--- config.mk ---
export PLATFORM = sky130hd
export DESIGN_NAME = light_bar_pattern_sequencer_flat
export DESIGN_NICKNAME = d
export VERILOG_FILES = /design/src/lbps_pkg.sv /design/src/lbps_in_if.sv /design/src/lbps_out_if.sv /design/src/light_bar_pattern_sequencer.sv /design/src/flat_wrapper.sv
export SDC_FILE = /design/constraint.sdc
export NUM_CORES = 1
export LEC_CHECK = 0
export ABC_AREA = 0
export BUFFER_PORTS_ARGS = -buffer_cell sky130_fd_sc_hd__buf_2
export CAP_MARGIN = 20
export CORE_MARGIN = 2
export CORE_UTILIZATION = 60
export DETAILED_ROUTE_END_ITERATION = 7
export PLACE_DENSITY_LB_ADDON = 0.15
export SKIP_CTS_REPAIR_TIMING = 1
export SLEW_MARGIN = 10
export SYNTH_ARGS = -nofsm -noshare
export SYNTH_HDL_FRONTEND = slang
export SYNTH_SLANG_ARGS = --single-unit
--- constraint.sdc ---
create_clock -name clk_i -period 4.4 [get_ports clk_i]
set_input_delay 0.66 -clock clk_i [delete_from_list [all_inputs] [get_ports clk_i]]
set_output_delay 0.66 -clock clk_i [all_outputs]
set_load 0.05 [all_outputs]
--- src/lbps_pkg.sv ---
// ----------------------------------------------------------------------------
// Light bar sequencer package
// Shared widths, program and register codes, phase tables.
// ----------------------------------------------------------------------------
package lbps_pkg;

  localparam int unsigned DutyW     = 13;
  localparam int unsigned CheckW    = 4;
  localparam int unsigned ProgW     = 3;
  localparam int unsigned LevelW    = 2;
  localparam int unsigned PhaseW    = 4;
  localparam int unsigned TicksW    = 9;
  localparam int unsigned CfgIdxW   = 3;
  localparam int unsigned NumLevels = 4;

  typedef logic [DutyW-1:0]   duty_t;
  typedef logic [CheckW-1:0]  check_t;
  typedef logic [ProgW-1:0]   prog_t;
  typedef logic [LevelW-1:0]  level_t;
  typedef logic [PhaseW-1:0]  phase_t;
  typedef logic [TicksW-1:0]  ticks_t;
  typedef logic [CfgIdxW-1:0] cfg_idx_t;

  typedef struct packed {
    logic left;
    logic strobe;
    logic right;
  } lamp_t;

  // operation codes
  localparam logic OP_TICK = 1'b0;
  localparam logic OP_CMD  = 1'b1;

  // program codes
  localparam prog_t PROG_OFF         = 3'd0;
  localparam prog_t PROG_ON          = 3'd1;
  localparam prog_t PROG_LEFT        = 3'd2;
  localparam prog_t PROG_RIGHT       = 3'd3;
  localparam prog_t PROG_BLINK       = 3'd4;
  localparam prog_t PROG_BLINK_LEFT  = 3'd5;
  localparam prog_t PROG_BLINK_RIGHT = 3'd6;

  // register indexes
  localparam cfg_idx_t CFG_DUTY_ZERO        = 3'd0;
  localparam cfg_idx_t CFG_DUTY_ONE         = 3'd1;
  localparam cfg_idx_t CFG_DUTY_TWO         = 3'd2;
  localparam cfg_idx_t CFG_DUTY_THREE       = 3'd3;
  localparam cfg_idx_t CFG_CYCLES_PER_CHECK = 3'd4;

  // register reset values
  localparam duty_t  DUTY_ZERO_RST  = 13'd744;
  localparam duty_t  DUTY_ONE_RST   = 13'd2023;
  localparam duty_t  DUTY_TWO_RST   = 13'd4221;
  localparam duty_t  DUTY_THREE_RST = 13'd7999;
  localparam check_t CHECK_RST      = 4'd6;

  localparam ticks_t STEADY_LEN       = 9'd301;
  localparam phase_t BLINK_LAST_PHASE = 4'd9;
  localparam phase_t STEADY_LAST      = 4'd0;

  function automatic logic is_blink(prog_t prog);
    return (prog == PROG_BLINK) || (prog == PROG_BLINK_LEFT) || (prog == PROG_BLINK_RIGHT);
  endfunction

  function automatic logic is_running(prog_t prog);
    return (prog != PROG_OFF) && (prog <= PROG_BLINK_RIGHT);
  endfunction

  // ticks in the current phase
  function automatic ticks_t phase_length(prog_t prog, phase_t idx);
    ticks_t len;
    len = STEADY_LEN;
    if (is_blink(prog)) begin
      case (idx)
        4'd0, 4'd2:               len = 9'd41;
        4'd4, 4'd5, 4'd6, 4'd7,
        4'd8:                     len = 9'd9;
        default:                  len = 9'd61;
      endcase
    end
    return len;
  endfunction

  // lit lamps for a program and phase
  function automatic lamp_t phase_mask(prog_t prog, phase_t idx);
    lamp_t side;
    lamp_t mask;
    side = '0;
    mask = '0;
    case (prog)
      PROG_ON:          mask = '{left: 1'b1, strobe: 1'b0, right: 1'b1};
      PROG_LEFT:        mask = '{left: 1'b1, strobe: 1'b0, right: 1'b0};
      PROG_RIGHT:       mask = '{left: 1'b0, strobe: 1'b0, right: 1'b1};
      PROG_BLINK:       side = '{left: 1'b1, strobe: 1'b0, right: 1'b1};
      PROG_BLINK_LEFT:  side = '{left: 1'b1, strobe: 1'b0, right: 1'b0};
      PROG_BLINK_RIGHT: side = '{left: 1'b0, strobe: 1'b0, right: 1'b1};
      default:          mask = '0;
    endcase
    if (is_blink(prog)) begin
      case (idx)
        4'd0, 4'd2:       mask = side;
        4'd4, 4'd6, 4'd8: mask = '{left: side.left, strobe: 1'b1, right: side.right};
        default:          mask = '0;
      endcase
    end
    return mask;
  endfunction

endpackage

--- src/lbps_in_if.sv ---
// ----------------------------------------------------------------------------
// Light bar sequencer input channel
// Valid/ready channel carrying one tick or command beat.
// ----------------------------------------------------------------------------
interface lbps_in_if;
  logic                   valid;
  logic                   ready;
  logic                   operation;
  lbps_pkg::prog_t        program_req;
  lbps_pkg::level_t       brightness_level;

  modport source (output valid, operation, program_req, brightness_level, input ready);
  modport sink   (input valid, operation, program_req, brightness_level, output ready);
endinterface

--- src/lbps_out_if.sv ---
// ----------------------------------------------------------------------------
// Light bar sequencer result channel
// Valid/ready channel carrying three duty values and the dark flag.
// ----------------------------------------------------------------------------
interface lbps_out_if;
  logic                valid;
  logic                ready;
  lbps_pkg::duty_t     left_duty;
  lbps_pkg::duty_t     strobe_duty;
  lbps_pkg::duty_t     right_duty;
  logic                is_dark;

  modport source (output valid, left_duty, strobe_duty, right_duty, is_dark, input ready);
  modport sink   (input valid, left_duty, strobe_duty, right_duty, is_dark, output ready);
endinterface

--- src/light_bar_pattern_sequencer.sv ---
// ----------------------------------------------------------------------------
// Light bar pattern sequencer
// Steps a warning light bar through its phase tables, one beat per tick or
// command, and returns the left, strobe and right PWM compare values.
// ----------------------------------------------------------------------------
//
//  channel   dir  handshake           payload
//  --------  ---  ------------------  -----------------------------------------
//  in_i      in   valid/ready         operation, program_req, brightness_level
//  out_o     out  valid/ready         left_duty, strobe_duty, right_duty, is_dark
//  cfg       in   cfg_we_i (no wait)  cfg_idx_i, cfg_data_i
//
//  Pipeline: two register stages (input beat register, result register); a beat
//  accepted on in_i passes through the input register, then the result register
//  to out_o, and one beat is taken every cycle while out_o is ready.
//  Sequencer state advances in the cycle the beat leaves the input register.
//  Reset: duty and check registers take their defaults, program off, all
//  counters zero, both stages empty.
//  Stalls: out_o.ready low holds the result register; the input register
//  still fills, then in_i.ready drops until the result moves on.
//
module light_bar_pattern_sequencer (
  input  logic                clk_i,
  input  logic                rst_ni,
  lbps_in_if.sink             in_i,
  lbps_out_if.source          out_o,
  input  logic                cfg_we_i,
  input  lbps_pkg::cfg_idx_t  cfg_idx_i,
  input  lbps_pkg::duty_t     cfg_data_i
);

  // --------------------------------------------------------------------------
  // Configuration registers
  // --------------------------------------------------------------------------
  lbps_pkg::duty_t  duty_q [lbps_pkg::NumLevels];
  lbps_pkg::check_t check_q;

  always_ff @(posedge clk_i or negedge rst_ni) begin
    if (!rst_ni) begin
      duty_q[0] <= lbps_pkg::DUTY_ZERO_RST;
      duty_q[1] <= lbps_pkg::DUTY_ONE_RST;
      duty_q[2] <= lbps_pkg::DUTY_TWO_RST;
      duty_q[3] <= lbps_pkg::DUTY_THREE_RST;
      check_q   <= lbps_pkg::CHECK_RST;
    end else if (cfg_we_i) begin
      case (cfg_idx_i)
        lbps_pkg::CFG_DUTY_ZERO:        duty_q[0] <= cfg_data_i;
        lbps_pkg::CFG_DUTY_ONE:         duty_q[1] <= cfg_data_i;
        lbps_pkg::CFG_DUTY_TWO:         duty_q[2] <= cfg_data_i;
        lbps_pkg::CFG_DUTY_THREE:       duty_q[3] <= cfg_data_i;
        lbps_pkg::CFG_CYCLES_PER_CHECK: check_q   <= cfg_data_i[lbps_pkg::CheckW-1:0];
        default: ;
      endcase
    end
  end

  // --------------------------------------------------------------------------
  // Input beat register
  // --------------------------------------------------------------------------
  logic               s1_valid_q;
  logic               s1_op_q;
  lbps_pkg::prog_t    s1_prog_q;
  lbps_pkg::level_t   s1_level_q;

  logic advance;   // result register can take a new beat
  logic fire;      // beat in the input register is processed now

  assign advance    = !out_o.valid || out_o.ready;
  assign fire       = s1_valid_q && advance;
  assign in_i.ready = !s1_valid_q || advance;

  always_ff @(posedge clk_i or negedge rst_ni) begin
    if (!rst_ni) begin
      s1_valid_q <= 1'b0;
    end else if (in_i.valid && in_i.ready) begin
      s1_valid_q <= 1'b1;
    end else if (advance) begin
      s1_valid_q <= 1'b0;
    end
  end

  always_ff @(posedge clk_i) begin
    if (in_i.valid && in_i.ready) begin
      s1_op_q    <= in_i.operation;
      s1_prog_q  <= in_i.program_req;
      s1_level_q <= in_i.brightness_level;
    end
  end

  // --------------------------------------------------------------------------
  // Sequencer state
  // --------------------------------------------------------------------------
  lbps_pkg::prog_t  prog_q, prog_d;
  lbps_pkg::level_t level_q, level_d;
  lbps_pkg::phase_t idx_q, idx_d;
  lbps_pkg::ticks_t ticks_q, ticks_d;
  lbps_pkg::check_t cc_q, cc_d;
  logic             seen_q, seen_d;
  logic             dark_q, dark_d;

  // what the result shows: state after a command, state before a tick
  lbps_pkg::prog_t  view_prog;
  lbps_pkg::level_t view_level;
  lbps_pkg::phase_t view_idx;
  logic             view_dark;

  lbps_pkg::ticks_t ticks_inc;
  lbps_pkg::check_t cc_inc;
  lbps_pkg::check_t limit;
  lbps_pkg::phase_t last_idx;

  assign ticks_inc = ticks_q + lbps_pkg::ticks_t'(1);
  assign cc_inc    = cc_q + lbps_pkg::check_t'(1);   // wraps at 4 bits
  assign limit     = (check_q == '0) ? lbps_pkg::check_t'(1) : check_q;
  assign last_idx  = lbps_pkg::is_blink(prog_q) ? lbps_pkg::BLINK_LAST_PHASE
                                                : lbps_pkg::STEADY_LAST;

  always_comb begin
    prog_d  = prog_q;
    level_d = level_q;
    idx_d   = idx_q;
    ticks_d = ticks_q;
    cc_d    = cc_q;
    seen_d  = seen_q;
    dark_d  = dark_q;

    if (s1_op_q == lbps_pkg::OP_CMD) begin
      seen_d = 1'b1;
      dark_d = 1'b0;
      // a changed program or level restarts the pattern
      if (s1_prog_q != prog_q || s1_level_q != level_q) begin
        prog_d  = s1_prog_q;
        level_d = s1_level_q;
        idx_d   = '0;
        ticks_d = '0;
        cc_d    = '0;
      end
      view_prog  = prog_d;
      view_level = level_d;
      view_idx   = idx_d;
      view_dark  = 1'b0;
    end else begin
      view_prog  = prog_q;
      view_level = level_q;
      view_idx   = idx_q;
      view_dark  = dark_q;
      // frozen while dark, off or on the unused program code
      if (!dark_q && lbps_pkg::is_running(prog_q)) begin
        if (ticks_inc >= lbps_pkg::phase_length(prog_q, idx_q)) begin
          ticks_d = '0;
          if (idx_q == last_idx) begin
            // pattern cycle complete
            idx_d = '0;
            if (cc_inc >= limit) begin
              cc_d = '0;
              if (seen_q) begin
                seen_d = 1'b0;
              end else begin
                dark_d = 1'b1;
              end
            end else begin
              cc_d = cc_inc;
            end
          end else begin
            idx_d = idx_q + lbps_pkg::phase_t'(1);
          end
        end else begin
          ticks_d = ticks_inc;
        end
      end
    end
  end

  always_ff @(posedge clk_i or negedge rst_ni) begin
    if (!rst_ni) begin
      prog_q  <= lbps_pkg::PROG_OFF;
      level_q <= '0;
      idx_q   <= '0;
      ticks_q <= '0;
      cc_q    <= '0;
      seen_q  <= 1'b0;
      dark_q  <= 1'b0;
    end else if (fire) begin
      prog_q  <= prog_d;
      level_q <= level_d;
      idx_q   <= idx_d;
      ticks_q <= ticks_d;
      cc_q    <= cc_d;
      seen_q  <= seen_d;
      dark_q  <= dark_d;
    end
  end

  // --------------------------------------------------------------------------
  // Result register
  // --------------------------------------------------------------------------
  lbps_pkg::lamp_t mask;
  lbps_pkg::duty_t duty;

  assign mask = view_dark ? '0 : lbps_pkg::phase_mask(view_prog, view_idx);
  assign duty = duty_q[view_level];

  logic            out_valid_q;
  lbps_pkg::duty_t left_q, strobe_q, right_q;
  logic            is_dark_q;

  always_ff @(posedge clk_i or negedge rst_ni) begin
    if (!rst_ni) begin
      out_valid_q <= 1'b0;
    end else if (fire) begin
      out_valid_q <= 1'b1;
    end else if (out_o.ready) begin
      out_valid_q <= 1'b0;
    end
  end

  always_ff @(posedge clk_i) begin
    if (fire) begin
      left_q    <= mask.left   ? duty : '0;
      strobe_q  <= mask.strobe ? duty : '0;
      right_q   <= mask.right  ? duty : '0;
      is_dark_q <= view_dark;
    end
  end

  assign out_o.valid       = out_valid_q;
  assign out_o.left_duty   = left_q;
  assign out_o.strobe_duty = strobe_q;
  assign out_o.right_duty  = right_q;
  assign out_o.is_dark     = is_dark_q;

  // --------------------------------------------------------------------------
  // Assertions
  // --------------------------------------------------------------------------
  a_dark_only_running: assert property (@(posedge clk_i) disable iff (!rst_ni)
    dark_q |-> lbps_pkg::is_running(prog_q))
    else $error("dark hold with no running program");

  a_phase_in_range: assert property (@(posedge clk_i) disable iff (!rst_ni)
    (idx_q <= lbps_pkg::BLINK_LAST_PHASE) &&
    (lbps_pkg::is_blink(prog_q) || idx_q == lbps_pkg::STEADY_LAST))
    else $error("phase index out of range for program");

  a_ticks_in_range: assert property (@(posedge clk_i) disable iff (!rst_ni)
    ticks_q < lbps_pkg::phase_length(prog_q, idx_q))
    else $error("tick count past phase length");

  a_dark_result_blank: assert property (@(posedge clk_i) disable iff (!rst_ni)
    (out_valid_q && is_dark_q) |-> (left_q == '0 && strobe_q == '0 && right_q == '0))
    else $error("lamp lit while held dark");

  a_cmd_clears_dark: assert property (@(posedge clk_i) disable iff (!rst_ni)
    (fire && s1_op_q == lbps_pkg::OP_CMD) |=> (!dark_q && seen_q))
    else $error("command beat did not clear dark hold");

endmodule
--- src/flat_wrapper.sv ---
// flat-port wrapper written by rule: the top's interface ports become plain ports
module light_bar_pattern_sequencer_flat 
  (clk_i, rst_ni, cfg_we_i, cfg_idx_i, cfg_data_i, in_i_valid, in_i_operation, in_i_program_req, in_i_brightness_level, in_i_ready, out_o_valid, out_o_left_duty, out_o_strobe_duty, out_o_right_duty, out_o_is_dark, out_o_ready);
  lbps_in_if in_i_i ();
  lbps_out_if out_o_i ();
  input  logic clk_i;
  input  logic rst_ni;
  input  logic cfg_we_i;
  input  lbps_pkg::cfg_idx_t cfg_idx_i;
  input  lbps_pkg::duty_t cfg_data_i;
  input wire logic [$bits(in_i_i.valid)-1:0] in_i_valid;
  input wire logic [$bits(in_i_i.operation)-1:0] in_i_operation;
  input wire logic [$bits(in_i_i.program_req)-1:0] in_i_program_req;
  input wire logic [$bits(in_i_i.brightness_level)-1:0] in_i_brightness_level;
  output wire logic [$bits(in_i_i.ready)-1:0] in_i_ready;
  output wire logic [$bits(out_o_i.valid)-1:0] out_o_valid;
  output wire logic [$bits(out_o_i.left_duty)-1:0] out_o_left_duty;
  output wire logic [$bits(out_o_i.strobe_duty)-1:0] out_o_strobe_duty;
  output wire logic [$bits(out_o_i.right_duty)-1:0] out_o_right_duty;
  output wire logic [$bits(out_o_i.is_dark)-1:0] out_o_is_dark;
  input wire logic [$bits(out_o_i.ready)-1:0] out_o_ready;
  assign in_i_i.valid = in_i_valid;
  assign in_i_i.operation = in_i_operation;
  assign in_i_i.program_req = in_i_program_req;
  assign in_i_i.brightness_level = in_i_brightness_level;
  assign in_i_ready = in_i_i.ready;
  assign out_o_valid = out_o_i.valid;
  assign out_o_left_duty = out_o_i.left_duty;
  assign out_o_strobe_duty = out_o_i.strobe_duty;
  assign out_o_right_duty = out_o_i.right_duty;
  assign out_o_is_dark = out_o_i.is_dark;
  assign out_o_i.ready = out_o_ready;
  light_bar_pattern_sequencer u_core (.clk_i(clk_i), .rst_ni(rst_ni), .in_i(in_i_i), .out_o(out_o_i), .cfg_we_i(cfg_we_i), .cfg_idx_i(cfg_idx_i), .cfg_data_i(cfg_data_i));
endmodule
==> impl_results.md <==
- Area leader, netlist: edfxtp_1
- IO Port Bufs: 68
- Core ar.: between 0.009 and 0.01 mm2
- Final Hold Vio Count: 0
- Max Cap Viol: 0
- WL/cell: about 17 um
- Remaining antenna violation count: 0
- Post-route non-filler standard cell count: between 600 and 700
- Tcrit/Tclk final: 0.743
- Diodes inserted: 0
- CP max FO: 11
- Syn Std Cell Area: slightly above 0.006 mm2
- H-tree Lvls: 4
- Die Width: between 100 and 150 um
- Sequential area share after synthesis: 0.574
- WS Path Type: reg -> reg
- I/O Pins: between 60 and 70
- Synth top area cells: edfxtp_1 23%, dfrtp_1 20%, dfstp_2 15%
- Share of post-route cells with drive strength above 1: 0.393
- Crit path capture: u_core.cc_q[1]$_DFFE_PN0P_
- Avg Cell Area, Syn: between 10 and 15 um2
- Most common cell after layout, fill and taps aside: buf_2
- Clk Latency, worst-skew pair: about 0.5 ns
- RSZ-0062 raised after global routing: no
- CTS clk-pin slew, worst paths: approximately 0.060 ns
- Peak Freq: between 300 and 400 MHz
- Fin Setup TNS: 0 ns
- WP data required: approximately 4.8 ns
- DP HPWL: between 7000 and 8000 um
- Worst setup SP type: flip-flop
- CTS Buffer Depth: 2
- Status: completed
- Die Ht: approximately 100 um
- Starting Density: 0.620
- Commonest non-fill, non-tap cells in the layout: 68 x buf_2, 56 x mux2_2, 48 x dfrtp_1
- Relative slew slack: 0.303
- Synth Register Bits: about 130
- Placed insts: around 660
- EDFF count, synth: 46
- Crit. Startpoint: u_core.ticks_q[0]$_DFFE_PN0P_
- PD cells: about 560 mW/mm2
- Initial antenna violation count: 0
- Total CTS buffers: 17
- Maximum vdd drop: 0.310 mV
- DRC viols: 0
- # rows: 36
- Global Route Usage Sum: 0.231
- Net Count, Synth: 513
- Die area: roughly 0.011 mm2
- Skew final: 0.0106 ns
- Final max-slew violation count: 0
- Syn. warnings: 0
- Critical Path AT: ~3.7 ns
- Final design utilization: 0.730
- Post-synthesis cell type count: between 50 and 60
- Fillers: about 650
- Nets@finish: 586
- Worst Hold Class: in -> async
- P_leak: between 3 and 4 nW
- Placer Congestion: between 0.8 and 0.9
- First-pass GRT wire length: about 20000 um
- Vias in the first global route: 3848
- Endpoints failing setup: 0
- Share of Yosys cell area claimed by the top area cell type: 0.228
- Launch point of the worst reg-to-reg path: u_core.ticks_q[0]$_DFFE_PN0P_
- WL final: between 10000 and 15000 um
- Clk sinks: 128
- Largest net degree at the start of global routing: 83
- Worst-Margin Slew: around 1.0 ns
- Worst Setup End Kind: flip-flop
- Area grow syn2layout: 17.9%
- R2R setup slack: around 1.1 ns
- Clock root buffer: clkbuf_8
- Reg2reg end: u_core.cc_q[1]$_DFFE_PN0P_
- Initial DRC Count: roughly 250
- CTS tree: done
- FFs w/ async S/R, synth: 0.641
- First-pass DRT Iterations: 5
- Min cycle time layout: 3.27 ns
- FF-to-FF path depth: 10
- Via-to-Cell Ratio: 5.66
- Ys flop type: dfrtp_1
- Post-synthesis cell count: 471
- GRT overflow: 0
- Vias: between 3k and 4k
cells by family after synthesis:
| kind of cell | Yosys count | share of synthesized area |
|---|---|---|
| flops | 128 | 0.574 |
| xor+xnor | 13 | 0.0188 |
| compound gates | 59 | 0.0630 |
| buf+inv | 38 | 0.0260 |
| fa+ha+maj | 15 | 0.0310 |
| simple gates | 145 | 0.128 |
| mux | 73 | 0.159 |
how the worst min path moves through the flow:
stage	start	endpoint	slack [ns]	depth (start not counted)
global route	rst_ni	u_core.level_q[1]$_DFFE_PN0P_	0.15	1
floorplan	rst_ni	u_core.cc_q[0]$_DFFE_PN0P_	0.36	0
detailed placement	u_core.duty_q[43]$_DFFE_PN0P_	u_core.duty_q[43]$_DFFE_PN0P_	0.49	1
global placement	u_core.s1_valid_q$_DFFE_PN0P_	u_core.out_o.valid$_DFFE_PN0P_	0.47	1
finish	rst_ni	u_core.out_o.valid$_DFFE_PN0P_	0.12	1
CTS	in_i_brightness_level[0]	u_core.s1_level_q[0]$_DFFE_PP_	0.30	1
routing by layer:
metal / vias to the layer above / routed length [um] / GRT usage / part of all wire
li1: 1843 / - / - / -
met5: - / 0 / 0 / 0
met2: 112 / 5630 / 0.354 / 0.48
met3: 11 / 513 / 0.0539 / 0.043
met4: 0 / 123 / 0.0859 / 0.010
met1: 1936 / 5550 / 0.324 / 0.47
Yosys cell counts, drive strengths merged (8+ instances only):
cell type and n:
mux2 57, dfrtp 48, edfxtp 46, nand2 35, dfstp 34, and2 27
nor2 21, o21ai 19, nor2b 17, inv 16, clkbuf 15, ha 15
a21oi 13, mux4 13, xor2 10, nand3 8
stage by stage:
step	power (mW)	hold slack, ns	worst slack (ns)	instance area [um2]
2_1_floorplan	2.40	0.364	1.17	6060
3_3_place_gp	2.60	0.473	1.26	6510
3_5_place_dp	2.64	0.492	1.21	6520
4_1_cts	4.02	0.296	1.15	7110
5_1_grt	4.19	0.148	0.817	7140
6_report	4.00	0.117	1.13	7140
report_power, final:
part	switching, mW	internal, mW	total, mW
sequential	0.145	1.53	1.67
combinational	0.561	0.398	0.958
clock	0.509	0.856	1.37
worst max-delay path, cell delays in order, from the launching register on:
cell and delay (ns):
dfrtp_1 0.43, ha_1 0.29, nand4_1 0.18, nor3_1 0.25, xor2_1 0.25, ha_1 0.30
a311oi_1 0.30, o31a_1 0.22, o21a_1 0.39, or3_1 0.23, mux2_1 0.32
state kept, by name, indices dropped and copies added, names as in the netlist:
register / cells
u_core.duty_q: 52
u_core.level_q: 2
u_core.out_o.strobe_duty: 13
u_core.ticks_q: 9
u_core.out_o.left_duty: 13
u_core.prog_q: 3
u_core.idx_q: 4
u_core.out_o.is_dark: 1
u_core.dark_q: 1
u_core.cc_q: 4
u_core.check_q: 4
u_core.seen_q: 1
u_core.s1_valid_q: 1
u_core.out_o.right_duty: 13
u_core.out_o.valid: 1
u_core.s1_prog_q: 3
u_core.s1_level_q: 2
u_core.s1_op_q: 1
layout make-up:
cell class	instances	area, um2	area share
clock buffer	20	457	0.0640
timing repair buffer	76	417	0.0584
clock inverter	12	130	0.0182
multi-input combinational	305	2430	0.341
tap	133	166	0.0233
inverter	16	60.1	0.00842
sequential	128	3480	0.487
(Power assumes the default switching activity.)
